[src/sv/gps_jump_plausibility_monitor_unit_defines.svh]
// assertion macros for the gps jump plausibility monitor
`ifndef GPS_JUMP_PLAUSIBILITY_MONITOR_UNIT_DEFINES_SVH
`define GPS_JUMP_PLAUSIBILITY_MONITOR_UNIT_DEFINES_SVH

// same-cycle implication, sampled on clk, off during rst
`define GJPM_ASSERT_IMP(label, cond, prop, msg) \
  label: assert property (@(posedge clk) disable iff (rst) (cond) |-> (prop)) else $error(msg);

// next-cycle implication, sampled on clk, off during rst
`define GJPM_ASSERT_NXT(label, cond, prop, msg) \
  label: assert property (@(posedge clk) disable iff (rst) (cond) |=> (prop)) else $error(msg);

`endif

[src/sv/gjpm_pkg.sv]
// types, constants and microcode rom of the gps jump plausibility monitor
package gjpm_pkg;

  localparam int POS_W      = 35;
  localparam int DIFF_W     = 36;
  localparam int TIME_W     = 40;
  localparam int DT_W       = 41;
  localparam int MS_W       = 10;
  localparam int LIM_W      = 6;
  localparam int MUL_W      = 25;
  localparam int PROD_W     = 50;
  localparam int R_W        = 50;
  localparam int ACC_W      = 102;
  localparam int STEP_W     = 5;
  localparam int WT_W       = 2;
  localparam int OUT_SUM_W  = 5;
  localparam int IN_DATA_W  = 112;
  localparam int OUT_DATA_W = 8;
  localparam int CFG_IDX_W  = 1;
  localparam int CFG_DATA_W = 10;

  localparam logic [CFG_IDX_W-1:0] CFG_MAX_SPEED     = 1'b0;
  localparam logic [CFG_IDX_W-1:0] CFG_ANOMALY_LIMIT = 1'b1;

  localparam logic [MS_W-1:0]  MAX_SPEED_RST     = 10'd30;
  localparam logic [LIM_W-1:0] ANOMALY_LIMIT_RST = 6'd3;

  localparam logic [STEP_W-1:0] STEP_DIFF   = 5'd0;
  localparam logic [STEP_W-1:0] STEP_SPEED  = 5'd14;
  localparam logic [STEP_W-1:0] STEP_STILL  = 5'd15;
  localparam logic [STEP_W-1:0] STEP_COMMIT = 5'd16;

  typedef enum logic [3:0] {
    SRC_ZERO, SRC_MS, SRC_DT_LO, SRC_DT_HI, SRC_DX_LO, SRC_DX_HI,
    SRC_DY_LO, SRC_DY_HI, SRC_R_LO, SRC_R_HI
  } mul_src_t;

  typedef enum logic [2:0] {
    ACC_NONE, ACC_LOAD, ACC_ADD, ACC_SUB, ACC_R_LOAD, ACC_R_ADD
  } acc_op_t;

  typedef enum logic [1:0] {SH_0, SH_25, SH_26, SH_50} shift_t;

  typedef enum logic [2:0] {
    ACT_NONE, ACT_DIFF, ACT_ABS, ACT_SPEED, ACT_STILL, ACT_COMMIT
  } act_t;

  typedef enum logic [1:0] {JMP_NEXT, JMP_IF_FIRST, JMP_IF_NONPOS, JMP_ALWAYS} jump_t;

  typedef struct packed {
    mul_src_t              src_a;
    mul_src_t              src_b;
    acc_op_t               acc_op;
    shift_t                shift;
    act_t                  act;
    jump_t                 jump;
    logic [STEP_W-1:0]     target;
  } ucode_t;

  typedef struct packed {
    logic first;
    logic nonpos;
  } status_t;

  function automatic ucode_t uword(input mul_src_t a, input mul_src_t b, input acc_op_t op,
                                   input shift_t sh, input act_t act, input jump_t jmp,
                                   input logic [STEP_W-1:0] tgt);
    ucode_t w;
    w.src_a  = a;
    w.src_b  = b;
    w.acc_op = op;
    w.shift  = sh;
    w.act    = act;
    w.jump   = jmp;
    w.target = tgt;
    return w;
  endfunction

  // product of step k is accumulated in step k+1
  function automatic ucode_t ucode_rom(input logic [STEP_W-1:0] step);
    ucode_t w;
    unique case (step)
      5'd0:  w = uword(SRC_ZERO,  SRC_ZERO,  ACC_NONE,   SH_0,  ACT_DIFF,   JMP_IF_FIRST,
                       STEP_COMMIT);
      5'd1:  w = uword(SRC_ZERO,  SRC_ZERO,  ACC_NONE,   SH_0,  ACT_ABS,    JMP_IF_NONPOS,
                       STEP_STILL);
      5'd2:  w = uword(SRC_MS,    SRC_DT_LO, ACC_NONE,   SH_0,  ACT_NONE,   JMP_NEXT, '0);
      5'd3:  w = uword(SRC_MS,    SRC_DT_HI, ACC_R_LOAD, SH_0,  ACT_NONE,   JMP_NEXT, '0);
      5'd4:  w = uword(SRC_DX_LO, SRC_DX_LO, ACC_R_ADD,  SH_25, ACT_NONE,   JMP_NEXT, '0);
      5'd5:  w = uword(SRC_DX_LO, SRC_DX_HI, ACC_LOAD,   SH_0,  ACT_NONE,   JMP_NEXT, '0);
      5'd6:  w = uword(SRC_DX_HI, SRC_DX_HI, ACC_ADD,    SH_26, ACT_NONE,   JMP_NEXT, '0);
      5'd7:  w = uword(SRC_DY_LO, SRC_DY_LO, ACC_ADD,    SH_50, ACT_NONE,   JMP_NEXT, '0);
      5'd8:  w = uword(SRC_DY_LO, SRC_DY_HI, ACC_ADD,    SH_0,  ACT_NONE,   JMP_NEXT, '0);
      5'd9:  w = uword(SRC_DY_HI, SRC_DY_HI, ACC_ADD,    SH_26, ACT_NONE,   JMP_NEXT, '0);
      5'd10: w = uword(SRC_R_LO,  SRC_R_LO,  ACC_ADD,    SH_50, ACT_NONE,   JMP_NEXT, '0);
      5'd11: w = uword(SRC_R_LO,  SRC_R_HI,  ACC_SUB,    SH_0,  ACT_NONE,   JMP_NEXT, '0);
      5'd12: w = uword(SRC_R_HI,  SRC_R_HI,  ACC_SUB,    SH_26, ACT_NONE,   JMP_NEXT, '0);
      5'd13: w = uword(SRC_ZERO,  SRC_ZERO,  ACC_SUB,    SH_50, ACT_NONE,   JMP_NEXT, '0);
      5'd14: w = uword(SRC_ZERO,  SRC_ZERO,  ACC_NONE,   SH_0,  ACT_SPEED,  JMP_ALWAYS,
                       STEP_COMMIT);
      5'd15: w = uword(SRC_ZERO,  SRC_ZERO,  ACC_NONE,   SH_0,  ACT_STILL,  JMP_NEXT, '0);
      5'd16: w = uword(SRC_ZERO,  SRC_ZERO,  ACC_NONE,   SH_0,  ACT_COMMIT, JMP_NEXT, '0);
      default: w = uword(SRC_ZERO, SRC_ZERO, ACC_NONE,   SH_0,  ACT_NONE,   JMP_ALWAYS,
                         STEP_COMMIT);
    endcase
    return w;
  endfunction

endpackage

[src/sv/gjpm_seq.sv]
// microcode sequencer: step counter, control rom and conditional jumps
module gjpm_seq (
  input  logic                   clk,
  input  logic                   rst,
  input  logic                   start,
  input  logic                   stall,
  input  gjpm_pkg::status_t      status,
  output gjpm_pkg::ucode_t       ctrl,
  output logic                   busy
);

  logic [gjpm_pkg::STEP_W-1:0] step;
  logic [gjpm_pkg::STEP_W-1:0] step_next;

  assign ctrl = gjpm_pkg::ucode_rom(step);

  always_comb begin
    unique case (ctrl.jump)
      gjpm_pkg::JMP_NEXT:      step_next = step + 1'b1;
      gjpm_pkg::JMP_IF_FIRST:  step_next = status.first ? ctrl.target : step + 1'b1;
      gjpm_pkg::JMP_IF_NONPOS: step_next = status.nonpos ? ctrl.target : step + 1'b1;
      gjpm_pkg::JMP_ALWAYS:    step_next = ctrl.target;
      default:                 step_next = step + 1'b1;
    endcase
  end

  always_ff @(posedge clk) begin
    if (rst) begin
      busy <= 1'b0;
      step <= gjpm_pkg::STEP_DIFF;
    end else if (start) begin
      busy <= 1'b1;
      step <= gjpm_pkg::STEP_DIFF;
    end else if (busy && !stall) begin
      if (ctrl.act == gjpm_pkg::ACT_COMMIT) begin
        busy <= 1'b0;
      end else begin
        step <= step_next;
      end
    end
  end

endmodule

[src/sv/gjpm_datapath.sv]
// datapath: fix registers, differences, shared 25x25 multiplier and accumulators
module gjpm_datapath (
  input  logic                              clk,
  input  logic                              rst,
  input  logic                              start,
  input  logic                              run,
  input  gjpm_pkg::ucode_t                  ctrl,
  input  logic [gjpm_pkg::MS_W-1:0]         max_speed,
  input  logic signed [gjpm_pkg::POS_W-1:0] fix_x,
  input  logic signed [gjpm_pkg::POS_W-1:0] fix_y,
  input  logic [gjpm_pkg::TIME_W-1:0]       fix_time,
  output logic                              nonpos,
  output logic [gjpm_pkg::WT_W-1:0]         weight
);

  logic signed [gjpm_pkg::POS_W-1:0]  in_x, in_y, last_x, last_y;
  logic [gjpm_pkg::TIME_W-1:0]        in_t, last_t;
  logic signed [gjpm_pkg::DIFF_W-1:0] dx_d, dy_d;
  logic [gjpm_pkg::DT_W-1:0]          dt_d;
  logic [gjpm_pkg::POS_W-1:0]         dx, dy;
  logic [gjpm_pkg::R_W-1:0]           r;
  logic signed [gjpm_pkg::ACC_W-1:0]  acc;
  logic [gjpm_pkg::PROD_W-1:0]        prod;
  logic [gjpm_pkg::PROD_W-1:0]        prod_full;
  logic [gjpm_pkg::MUL_W-1:0]         op_a, op_b;
  logic [gjpm_pkg::ACC_W-1:0]         shifted;
  logic signed [gjpm_pkg::DIFF_W-1:0] dx_raw, dy_raw;
  logic [gjpm_pkg::DT_W-1:0]          dt_raw;

  assign nonpos = dt_d[gjpm_pkg::DT_W-1] || (dt_d == '0);

  assign dx_raw = {in_x[gjpm_pkg::POS_W-1], in_x} - {last_x[gjpm_pkg::POS_W-1], last_x};
  assign dy_raw = {in_y[gjpm_pkg::POS_W-1], in_y} - {last_y[gjpm_pkg::POS_W-1], last_y};
  assign dt_raw = {1'b0, in_t} - {1'b0, last_t};

  function automatic logic [gjpm_pkg::MUL_W-1:0] pick(input gjpm_pkg::mul_src_t s,
      input logic [gjpm_pkg::MS_W-1:0] ms, input logic [gjpm_pkg::DT_W-1:0] dt,
      input logic [gjpm_pkg::POS_W-1:0] ax, input logic [gjpm_pkg::POS_W-1:0] ay,
      input logic [gjpm_pkg::R_W-1:0] rr);
    logic [gjpm_pkg::MUL_W-1:0] v;
    case (s)
      gjpm_pkg::SRC_MS:    v = gjpm_pkg::MUL_W'(ms);
      gjpm_pkg::SRC_DT_LO: v = dt[24:0];
      gjpm_pkg::SRC_DT_HI: v = gjpm_pkg::MUL_W'(dt[39:25]);
      gjpm_pkg::SRC_DX_LO: v = ax[24:0];
      gjpm_pkg::SRC_DX_HI: v = gjpm_pkg::MUL_W'(ax[34:25]);
      gjpm_pkg::SRC_DY_LO: v = ay[24:0];
      gjpm_pkg::SRC_DY_HI: v = gjpm_pkg::MUL_W'(ay[34:25]);
      gjpm_pkg::SRC_R_LO:  v = rr[24:0];
      gjpm_pkg::SRC_R_HI:  v = rr[49:25];
      default:             v = '0;
    endcase
    return v;
  endfunction

  assign op_a      = pick(ctrl.src_a, max_speed, dt_d, dx, dy, r);
  assign op_b      = pick(ctrl.src_b, max_speed, dt_d, dx, dy, r);
  assign prod_full = gjpm_pkg::PROD_W'(op_a) * gjpm_pkg::PROD_W'(op_b);

  always_comb begin
    case (ctrl.shift)
      gjpm_pkg::SH_25: shifted = gjpm_pkg::ACC_W'(prod) << 25;
      gjpm_pkg::SH_26: shifted = gjpm_pkg::ACC_W'(prod) << 26;
      gjpm_pkg::SH_50: shifted = gjpm_pkg::ACC_W'(prod) << 50;
      default:         shifted = gjpm_pkg::ACC_W'(prod);
    endcase
  end

  always_ff @(posedge clk) begin
    if (rst) begin
      last_x <= '0;
      last_y <= '0;
      last_t <= '0;
    end else if (run && ctrl.act == gjpm_pkg::ACT_COMMIT) begin
      last_x <= in_x;
      last_y <= in_y;
      last_t <= in_t;
    end
  end

  always_ff @(posedge clk) begin
    if (start) begin
      in_x <= fix_x;
      in_y <= fix_y;
      in_t <= fix_time;
    end
    if (run) begin
      prod <= prod_full;
      case (ctrl.act)
        gjpm_pkg::ACT_DIFF: begin
          dx_d <= dx_raw;
          dy_d <= dy_raw;
          dt_d <= dt_raw;
        end
        gjpm_pkg::ACT_ABS: begin
          dx <= dx_d[gjpm_pkg::DIFF_W-1] ? gjpm_pkg::POS_W'(-dx_d)
                                          : dx_d[gjpm_pkg::POS_W-1:0];
          dy <= dy_d[gjpm_pkg::DIFF_W-1] ? gjpm_pkg::POS_W'(-dy_d)
                                          : dy_d[gjpm_pkg::POS_W-1:0];
        end
        gjpm_pkg::ACT_SPEED: begin
          weight <= (!acc[gjpm_pkg::ACC_W-1] && (acc != '0)) ? 2'd1 : 2'd0;
        end
        gjpm_pkg::ACT_STILL: begin
          weight <= ((dt_d == '0) && ((dx_d != '0) || (dy_d != '0))) ? 2'd2 : 2'd1;
        end
        default: ;
      endcase
      case (ctrl.acc_op)
        gjpm_pkg::ACC_LOAD:   acc <= $signed(shifted);
        gjpm_pkg::ACC_ADD:    acc <= acc + $signed(shifted);
        gjpm_pkg::ACC_SUB:    acc <= acc - $signed(shifted);
        gjpm_pkg::ACC_R_LOAD: r   <= shifted[gjpm_pkg::R_W-1:0];
        gjpm_pkg::ACC_R_ADD:  r   <= r + shifted[gjpm_pkg::R_W-1:0];
        default: ;
      endcase
    end
  end

endmodule

[src/sv/gps_jump_plausibility_monitor_unit.sv]
// top level of the gps jump plausibility monitor
// Takes one fix per transfer and returns one result per fix, and takes a fix
// only when none is in flight. The first fix goes from its difference step
// straight to commit; a fix whose time step is zero or negative runs the
// magnitude and stationary steps before commit; any other fix runs the full
// speed test. The long path is set by the eleven partial products of the
// squared speed test running one per cycle through a single 25x25 multiplier
// under a microcode sequencer. The result sits in an output register, and a
// further fix is accepted while it waits; a finished fix holds in its last
// step until that register is free. Config writes can reach a fix in flight.
module gps_jump_plausibility_monitor_unit #(
  parameter int WINDOW_FIXES = 16
) (
  input  logic                                 clk,
  input  logic                                 rst,
  input  logic                                 s_tvalid,
  output logic                                 s_tready,
  input  logic [gjpm_pkg::IN_DATA_W-1:0]       s_tdata,   // fix_x, fix_y, fix_time, zero pad
  output logic                                 m_tvalid,
  input  logic                                 m_tready,
  output logic [gjpm_pkg::OUT_DATA_W-1:0]      m_tdata,   // gps_normal, anomaly_sum, zero pad
  input  logic                                 cfg_we,
  input  logic [gjpm_pkg::CFG_IDX_W-1:0]       cfg_index,
  input  logic [gjpm_pkg::CFG_DATA_W-1:0]      cfg_data
);

`include "gps_jump_plausibility_monitor_unit_defines.svh"

  localparam int PAIRS  = WINDOW_FIXES - 1;
  localparam int SUM_W  = $clog2(2 * PAIRS + 1);
  localparam int CMP_W  = (SUM_W > 6) ? SUM_W : 6;
  localparam int SEEN_W = $clog2(WINDOW_FIXES + 1);
  localparam int PTR_W  = (PAIRS > 1) ? $clog2(PAIRS) : 1;

  logic [gjpm_pkg::MS_W-1:0]  max_speed;
  logic [gjpm_pkg::LIM_W-1:0] anomaly_limit;

  logic                       busy, start, stall, run, commit;
  gjpm_pkg::ucode_t           ctrl;
  gjpm_pkg::status_t          status;
  logic                       nonpos;
  logic [gjpm_pkg::WT_W-1:0]  weight;

  logic [SEEN_W-1:0]          fixes_seen, fixes_seen_next;
  logic [gjpm_pkg::WT_W-1:0]  pair_weights [PAIRS];
  logic [PTR_W-1:0]           ring_pointer;
  logic [SUM_W-1:0]           window_sum, window_sum_next;
  logic [CMP_W-1:0]           sum_ext;
  logic                       gps_normal;
  logic [gjpm_pkg::OUT_SUM_W-1:0] anomaly_sum;

  assign s_tready = !busy;
  assign start    = s_tvalid && s_tready;
  assign stall    = (ctrl.act == gjpm_pkg::ACT_COMMIT) && m_tvalid && !m_tready;
  assign run      = busy && !stall;
  assign commit   = run && (ctrl.act == gjpm_pkg::ACT_COMMIT);

  assign status.first  = (fixes_seen == '0);
  assign status.nonpos = nonpos;

  always_ff @(posedge clk) begin
    if (rst) begin
      max_speed     <= gjpm_pkg::MAX_SPEED_RST;
      anomaly_limit <= gjpm_pkg::ANOMALY_LIMIT_RST;
    end else if (cfg_we) begin
      unique case (cfg_index)
        gjpm_pkg::CFG_MAX_SPEED:     max_speed     <= cfg_data;
        gjpm_pkg::CFG_ANOMALY_LIMIT: anomaly_limit <= cfg_data[gjpm_pkg::LIM_W-1:0];
        default: ;
      endcase
    end
  end

  gjpm_seq u_seq (
    .clk    (clk),
    .rst    (rst),
    .start  (start),
    .stall  (stall),
    .status (status),
    .ctrl   (ctrl),
    .busy   (busy)
  );

  gjpm_datapath u_datapath (
    .clk       (clk),
    .rst       (rst),
    .start     (start),
    .run       (run),
    .ctrl      (ctrl),
    .max_speed (max_speed),
    .fix_x     (s_tdata[34:0]),
    .fix_y     (s_tdata[69:35]),
    .fix_time  (s_tdata[109:70]),
    .nonpos    (nonpos),
    .weight    (weight)
  );

  always_comb begin
    window_sum_next = window_sum;
    if (!status.first) begin
      window_sum_next = window_sum - SUM_W'(pair_weights[ring_pointer]) + SUM_W'(weight);
    end
    fixes_seen_next = (fixes_seen < SEEN_W'(WINDOW_FIXES)) ? fixes_seen + 1'b1 : fixes_seen;
    sum_ext         = CMP_W'(window_sum_next);
    gps_normal      = (fixes_seen_next < SEEN_W'(2)) || (sum_ext < CMP_W'(anomaly_limit));
    anomaly_sum     = (sum_ext > CMP_W'(31)) ? 5'd31 : sum_ext[gjpm_pkg::OUT_SUM_W-1:0];
  end

  always_ff @(posedge clk) begin
    if (rst) begin
      fixes_seen   <= '0;
      ring_pointer <= '0;
      window_sum   <= '0;
      for (int i = 0; i < PAIRS; i++) begin
        pair_weights[i] <= '0;
      end
    end else if (commit) begin
      fixes_seen <= fixes_seen_next;
      window_sum <= window_sum_next;
      if (!status.first) begin
        pair_weights[ring_pointer] <= weight;
        ring_pointer <= (ring_pointer == PTR_W'(PAIRS - 1)) ? '0 : ring_pointer + 1'b1;
      end
    end
  end

  always_ff @(posedge clk) begin
    if (rst) begin
      m_tvalid <= 1'b0;
    end else if (commit) begin
      m_tvalid <= 1'b1;
    end else if (m_tready) begin
      m_tvalid <= 1'b0;
    end
  end

  always_ff @(posedge clk) begin
    if (commit) begin
      m_tdata <= {2'b00, anomaly_sum, gps_normal};
    end
  end

  `GJPM_ASSERT_NXT(a_busy_after_take, start, !s_tready, "fix taken while one is in flight")
  `GJPM_ASSERT_IMP(a_commit_slot, commit, !m_tvalid || m_tready, "result register overrun")
  `GJPM_ASSERT_NXT(a_commit_shows, commit, m_tvalid, "finished fix gave no result")
  `GJPM_ASSERT_IMP(a_sum_bound, 1'b1, window_sum <= SUM_W'(2 * PAIRS), "window sum out of range")

endmodule

[config.mk]
export PLATFORM = sky130hd
export DESIGN_NAME = gps_jump_plausibility_monitor_unit
export DESIGN_NICKNAME = d
export VERILOG_FILES = /design/src/sv/gjpm_pkg.sv /design/src/sv/gjpm_seq.sv /design/src/sv/gjpm_datapath.sv /design/src/sv/gps_jump_plausibility_monitor_unit.sv
export VERILOG_INCLUDE_DIRS = /design/src /design/src/sv
export SDC_FILE = /design/constraint.sdc
export NUM_CORES = 2
export LEC_CHECK = 0
export ABC_AREA = 1
export BUFFER_PORTS_ARGS = -buffer_cell sky130_fd_sc_hd__buf_2
export CAP_MARGIN = 20
export CORE_ASPECT_RATIO = 1.75
export CORE_MARGIN = 2
export CORE_UTILIZATION = 25
export DETAILED_ROUTE_END_ITERATION = 6
export GPL_TIMING_DRIVEN = 0
export SYNTH_ARGS = -nofsm -noshare
export SYNTH_HDL_FRONTEND = slang
export SYNTH_SLANG_ARGS = --single-unit
[constraint.sdc]
create_clock -name clk -period 33.1 [get_ports clk]
set_input_delay 1.655 -clock clk [delete_from_list [all_inputs] [get_ports clk]]
set_output_delay 1.655 -clock clk [all_outputs]
set_load 0.01 [all_outputs]
Word-level counts from Yosys, hierarchy flattened
Memory sizes are Yosys's and may differ from the RTL's. A register that Yosys moved wholly into a read port is not among the register bits.
Cells that the tools add are included.
Word-level totals
  input port bits: 128
  bits in registers: 650
  memories: 2
  bits in read-only memories: 736
  memory bits (writable): 30
  logic and storage cells: 153
Memory list
  (name not given): depth 32, bits a word 23, read ports 1, clocked after Yosys merged registers in 1, write ports 0, RTL line gjpm_pkg.sv:82  | unique case (step)
  pair_weights: depth 15, bits a word 2, read ports 1, clocked after Yosys merged registers in 1, write ports 15, RTL line gps_jump_plausibility_monitor_unit.sv:45  | logic [gjpm_pkg::WT_W-1:0] pair_weights [PAIRS];
Operators by class
  bitwise logic cells: 3
  muxes and demuxes: 34
  reductions and logical operators: 38
  order comparisons: 3
  multiply operators: 1
  add/sub/neg operators: 13
  eq/ne operators: 35
Operators by type and width (count)
  25-bit case mux with 9 select lines: 2
  102-bit case mux with 3 select lines: 1
  100-bit case mux with 3 select lines: 1
  102-bit by 101-bit adder with 102-bit output: 1
  102-bit nonzero test: 1
  102-bit by 101-bit subtractor with 102-bit output: 1
  50-bit case mux with 2 select lines: 1
  36-bit nonzero test: 2
  35-bit by 35-bit subtractor with 36-bit output: 2
  35-bit 2-to-1 mux: 2
  35-bit negation: 2
  50-bit adder: 1
  25-bit by 25-bit multiplier with 50-bit output: 1
  41-bit logical NOT: 1
  40-bit by 40-bit subtractor with 41-bit output: 1
  4-bit by 3-bit equality test with 1-bit output, second input constant: 8
  5-bit 2-to-1 mux: 6
  4-bit equality test, second input constant: 5
  5-bit case mux with 4 select lines: 1
  2-bit AND reduction: 10
  4-bit by 2-bit equality test with 1-bit output, second input constant: 4
  4-bit 2-to-1 mux: 4
  1-bit 2-to-1 mux: 13
  3-bit by 2-bit equality test with 1-bit output, second input constant: 4
  23 further kinds: 52

Longest topological paths before layout
  depth in word-level cells: 11
  gate-level depth with buffers: 37
  depth with buffers taken out: 35

Cells and area by module
From an unflattened synthesis, not the netlist that was laid out.
Second synthesis, totals
  cells, all modules: 10278
  area total of the unflattened synthesis: 74768.0 um^2
Modules (own cells, without submodules)
  gjpm_datapath: area an instance 69760.7 um^2, times used 1, sequential area each 17126.4 um^2, cells an instance 9665
  gps_jump_plausibility_monitor_unit: area an instance 3613.5 um^2, times used 1, sequential area each 1841.8 um^2, cells an instance 420
  gjpm_seq: area an instance 1393.8 um^2, times used 1, sequential area each 460.4 um^2, cells an instance 193

Least setup slack after synthesis
Ideal clock, no wire load.
  path kind: in2reg
  from: input port m_tready
  to: register u_datapath.acc[0] (netlist name), enable pin
  buffers on the path: 0
  arrival time: 12267 ps
  stages on the path: 6
  setup slack: 20119 ps
  cells stage by stage: inv_1 > nand2_1 > inv_1 > a21oi_1 > inv_1 > a211oi_1
On the way
  cells in the longest elaborated chain, start to end: 5
Ends and longest elaborated chain
  start, declared: RTL line gps_jump_plausibility_monitor_unit.sv:20  | input logic m_tready,
  1-bit logical NOT: RTL line gps_jump_plausibility_monitor_unit.sv:54  | assign stall = (ctrl.act == gjpm_pkg::ACT_COMMIT) && m_tvalid && !m_tready;
  1-bit logical AND: RTL line gps_jump_plausibility_monitor_unit.sv:54
  1-bit logical NOT: RTL line gps_jump_plausibility_monitor_unit.sv:55  | assign run = busy && !stall;
  1-bit logical AND: RTL line gps_jump_plausibility_monitor_unit.sv:55
  named net run: RTL line gps_jump_plausibility_monitor_unit.sv:38  | logic busy, start, stall, run, commit;
  2-bit AND reduction (no source line)
  end signal, assigned: RTL line gjpm_datapath.sv:110  | gjpm_pkg::ACC_LOAD: acc <= $signed(shifted);
  end signal, assigned: RTL line gjpm_datapath.sv:111  | gjpm_pkg::ACC_ADD: acc <= acc + $signed(shifted);
  end signal, assigned: RTL line gjpm_datapath.sv:112  | gjpm_pkg::ACC_SUB: acc <= acc - $signed(shifted);
  end, declared: RTL line gjpm_datapath.sv:22  | logic signed [gjpm_pkg::ACC_W-1:0] acc;
The timed path passes the listed nets, and every way through them passes these cells.
A chain may end at the register's enable or synchronous reset.

Final worst setup path
  from: register, netlist name u_seq.ctrl[19]
  to: register u_datapath.prod[36] (netlist name), data pin
On the way
  cells in the longest elaborated chain, start to end: 3
Ends and longest elaborated chain
  4-bit equality test (tied with other cells): RTL line gjpm_datapath.sv:41  | case (s)
  25-bit case mux with 9 select lines *: RTL line gjpm_datapath.sv:41
  25-bit by 25-bit multiplier with 50-bit output *: RTL line gjpm_datapath.sv:58  | assign prod_full = gjpm_pkg::PROD_W'(op_a) * gjpm_pkg::PROD_W'(op_b);
  named net u_datapath.prod_full (one bit): RTL line gjpm_datapath.sv:24  | logic [gjpm_pkg::PROD_W-1:0] prod_full;
  end signal, assigned: RTL line gjpm_datapath.sv:88  | prod <= prod_full;
  end, declared: RTL line gjpm_datapath.sv:23  | logic [gjpm_pkg::PROD_W-1:0] prod;
The timed path passes the listed nets; every way through them passes the cells marked *.

==> flow_summary.yaml <==
run_status:
  status: "finished clean"
floorplanning:
  placementRows: 262
  die_y_um: 717.5
  die_area_um2: 295400
  num_io_pins: 138
  core-area_um2: 290100
  initial_core_util: 0.2507
  dieWidth_um: 411.7
power_and_ir_drop:
  design_power_total_mw: 3.272
  power.density_nw_per_um2: 40.12
  ir_drop_v: 0.00004495
  power.leakage_nw: 35.72
  pwr-share-comb: 0.394
  clkPwrFrac: 0.264
  p_int_mw: 1.840
  p_seq_frac: 0.342
  netSwitchingFraction: 0.4375
  p_switching_mw: 1.432
yosys:
  synth-seq-cells: 703
  yosysUniqueCellTypes: 68
  yosys_warnings: 0
  syn-instance-count: 9785
  ys_seq_area_frac: 0.2671
  synthArstFlopShare: 0
  synth_edf_count: 535
  netlist_area_um2: 72730
  syn-mean-instance-area_um2: 7.433
  synth-main-ff-cell: "edfxtp_1"
worst_setup_path:
  critPathMaxFanout: 10
  cp.buffers_inverters: 10
  critPathMostFrequentCell: "inv_1"
  arrival_ps: 10800
  critical_path_class: "reg -> reg"
  end_kind: "flop"
  slowest_delay_ps: 940
  crit_path_start_kind: "flop"
  crit_required_ps: 33610
  slowest_stage: "a2111oi_0"
  path_delay_family: "adder cells"
routing:
  routed_wl_mm: 327.2
  wl_per_cell_um: 23.47
  vias_per_cell: 4.970
  drtPass1Iterations: 6
  vias: 69282
  drt_iter0_markers: 4762
  post-route-drc-count: 0
  ant_nets: 0
timing:
  maxSlewHeadroom: 0.1310
  setup_viol_count_final: 0
  period_share: 0.3110
  drv_slew: 0
  rsz0062_at_grt: "no"
  tightestPinTransition_ps: 1304
  hold_viol: 0
  fin_setup_tns_ps: 0
  hold_slack_ps: 453.0
  skew_ps: 80.79
  fmax_mhz: 97.13
  layout_min_cycle_time_ps: 10300
placement:
  port_buffers: 133
  globalplace.congestion: 1.070
  place_area_um2: 79010
  hpwl_mm: 275.0
finish:
  nets: 11174
  syn_to_final_growth_pct: 12.12
  drive_gt1_frac: 0.04919
  final_area_um2: 81550
hold_path:
  min_path_type: "reg -> reg"
grt:
  gr-total-overflow: 0
  grt_max_degree: 75
  antenna_found_initial: 5
  use_met2: 0.4038
  grt_use_met1: 0.2039
  grtUsageMet3: 0.02783
  grt_pass1_wl_mm: 469.5
  grt_pass1_vias: 72275
  top_usage_layer: "met2"
  grt.total_usage: 0.2179
clock_network:
  clock_latency_ps: 730
  cts_hold_buf: 0
  cts_buffers: 68
  cts_tree: "done"
  cts_setup_buffers: 0
  numClockSinks: 703
  clk_pin_slew_worst_paths_ps: 80
  clock-root-buffer: "clkbuf_16"
  post_cts_resized: 0
  clk_path_buf_depth: 3
  cts_max_level: 3
job:
  cap_violations: 0
[power by group through the flow]
stage / clock network, mW / registers [mW] / logic (mW)
2_1_floorplan: 0 / 1.11 / 0.740
3_3_place_gp: 0 / 1.15 / 1.22
3_5_place_dp: 0 / 1.14 / 1.24
4_1_cts: 0.880 / 1.12 / 1.25
5_1_grt: 0.901 / 1.12 / 1.37
6_report: 0.864 / 1.12 / 1.29
[state kept, by name, indices dropped and copies added (netlist names), 32 cells and up, named ones only]
signal             flops
pair_weights          32
u_datapath.acc       102
u_datapath.dt_d       41
u_datapath.dx         35
u_datapath.dx_d       36
u_datapath.dy         35
u_datapath.dy_d       36
u_datapath.in_t       40
u_datapath.in_x       35
u_datapath.in_y       35
u_datapath.last_t     40
u_datapath.last_x     35
u_datapath.last_y     35
u_datapath.prod       50
u_datapath.r          50
[final cells by class]
cell class | count | area (um2)
Clock buffer | 94 | 1937
Sequential cell | 703 | 19430
Antenna cell | 7 | 17.52
Fill cell | 32164 | 208600
Inverter | 1902 | 7149
Clock inverter | 32 | 467.9
Multi-Input combinational cell | 6959 | 45380
Timing Repair Buffer | 192 | 1436
Tap cell | 3828 | 4790
Buffer | 222 | 940.9
[metal layers]
metal	vias to the layer above	wire length, um
met3	1202	15630
met2	2684	167400
met5	-	0
met4	0	38170
li1	31965	-
met1	33431	106000
[worst register-to-register path: cells and delay by family (launching register included)]
family | cells | cell delay, ps
flip-flops | 1 | 440
XOR/XNOR | 1 | 330
buffers and inverters | 10 | 1940
adder cells (fa/ha/maj) | 8 | 4000
AND/OR/NAND/NOR | 11 | 2120
AO/OA/AOI/OAI | 2 | 1260
[cell usage in the layout (no fill, tap or decap), drive strengths merged, types with 11 or more instances in the layout]
master   instances
nand3b          21
o21ai          674
o22ai          106
nor4            72
a21o            32
inv           1894
clkbuf         276
clkinv          35
o221ai          11
nand3          375
a21oi          670
nor2          1240
xor2           244
fa             533
xnor2           87
nor3           108
ha             465
nand2         1910
buf            232
a2111oi         12
or2             51
o211ai          50
o21a            33
dfxtp          168
a31oi           49
nand4           97
o21bai          29
edfxtp         535
a21boi          18
[cells in the mapped netlist, drive strengths merged (51+ instances only)]
cell       n  area share
o22ai    106      0.0091
nand3    375       0.026
or2       51      0.0044
xnor2     87       0.010
inv     1885       0.097
o21ai    674       0.047
nand4     97      0.0083
xor2     244       0.029
a21oi    670       0.047
clkbuf   181      0.0093
nand2   1910       0.099
nor3     108      0.0081
nor4      72      0.0071
ha       465       0.080
nor2    1240       0.065
dfxtp    168       0.046
fa       533        0.15
edfxtp   535        0.22
[stage by stage]
stage | instances | util | setup slack [ps]
floorplan | 9786 | - | 20120
global placement | 13747 | 0.2695 | 12330
detailed placement | 13797 | 0.2723 | 23060
CTS | 13923 | 0.2806 | 23000
global route | 13933 | 0.2810 | 22620
finish | 13939 | 0.2811 | 22800
[logic make-up after synthesis]
kind of cell / synth area share
simple gates: 0.2221
buf+inv: 0.1112
compound gates: 0.1319
fa+ha+maj: 0.2267
flops: 0.2671
xor+xnor: 0.03986
mux: 0.001101
other cells: 0.00005156
[path summary, 6_finish.rpt]
kind | from | to | slack, ps | depth (start not counted)
max | u_seq.ctrl[19] | u_datapath.prod[36] | 22800 | 32
min | u_datapath.weight[0] | pair_weights[15][0] | 450 | 0
max reg2reg | u_seq.ctrl[19] | u_datapath.prod[36] | 22800 | 32
min reg2reg | u_datapath.weight[0] | pair_weights[15][0] | 450 | 0
No activity file was read; power rests on OpenSTA's default activity.
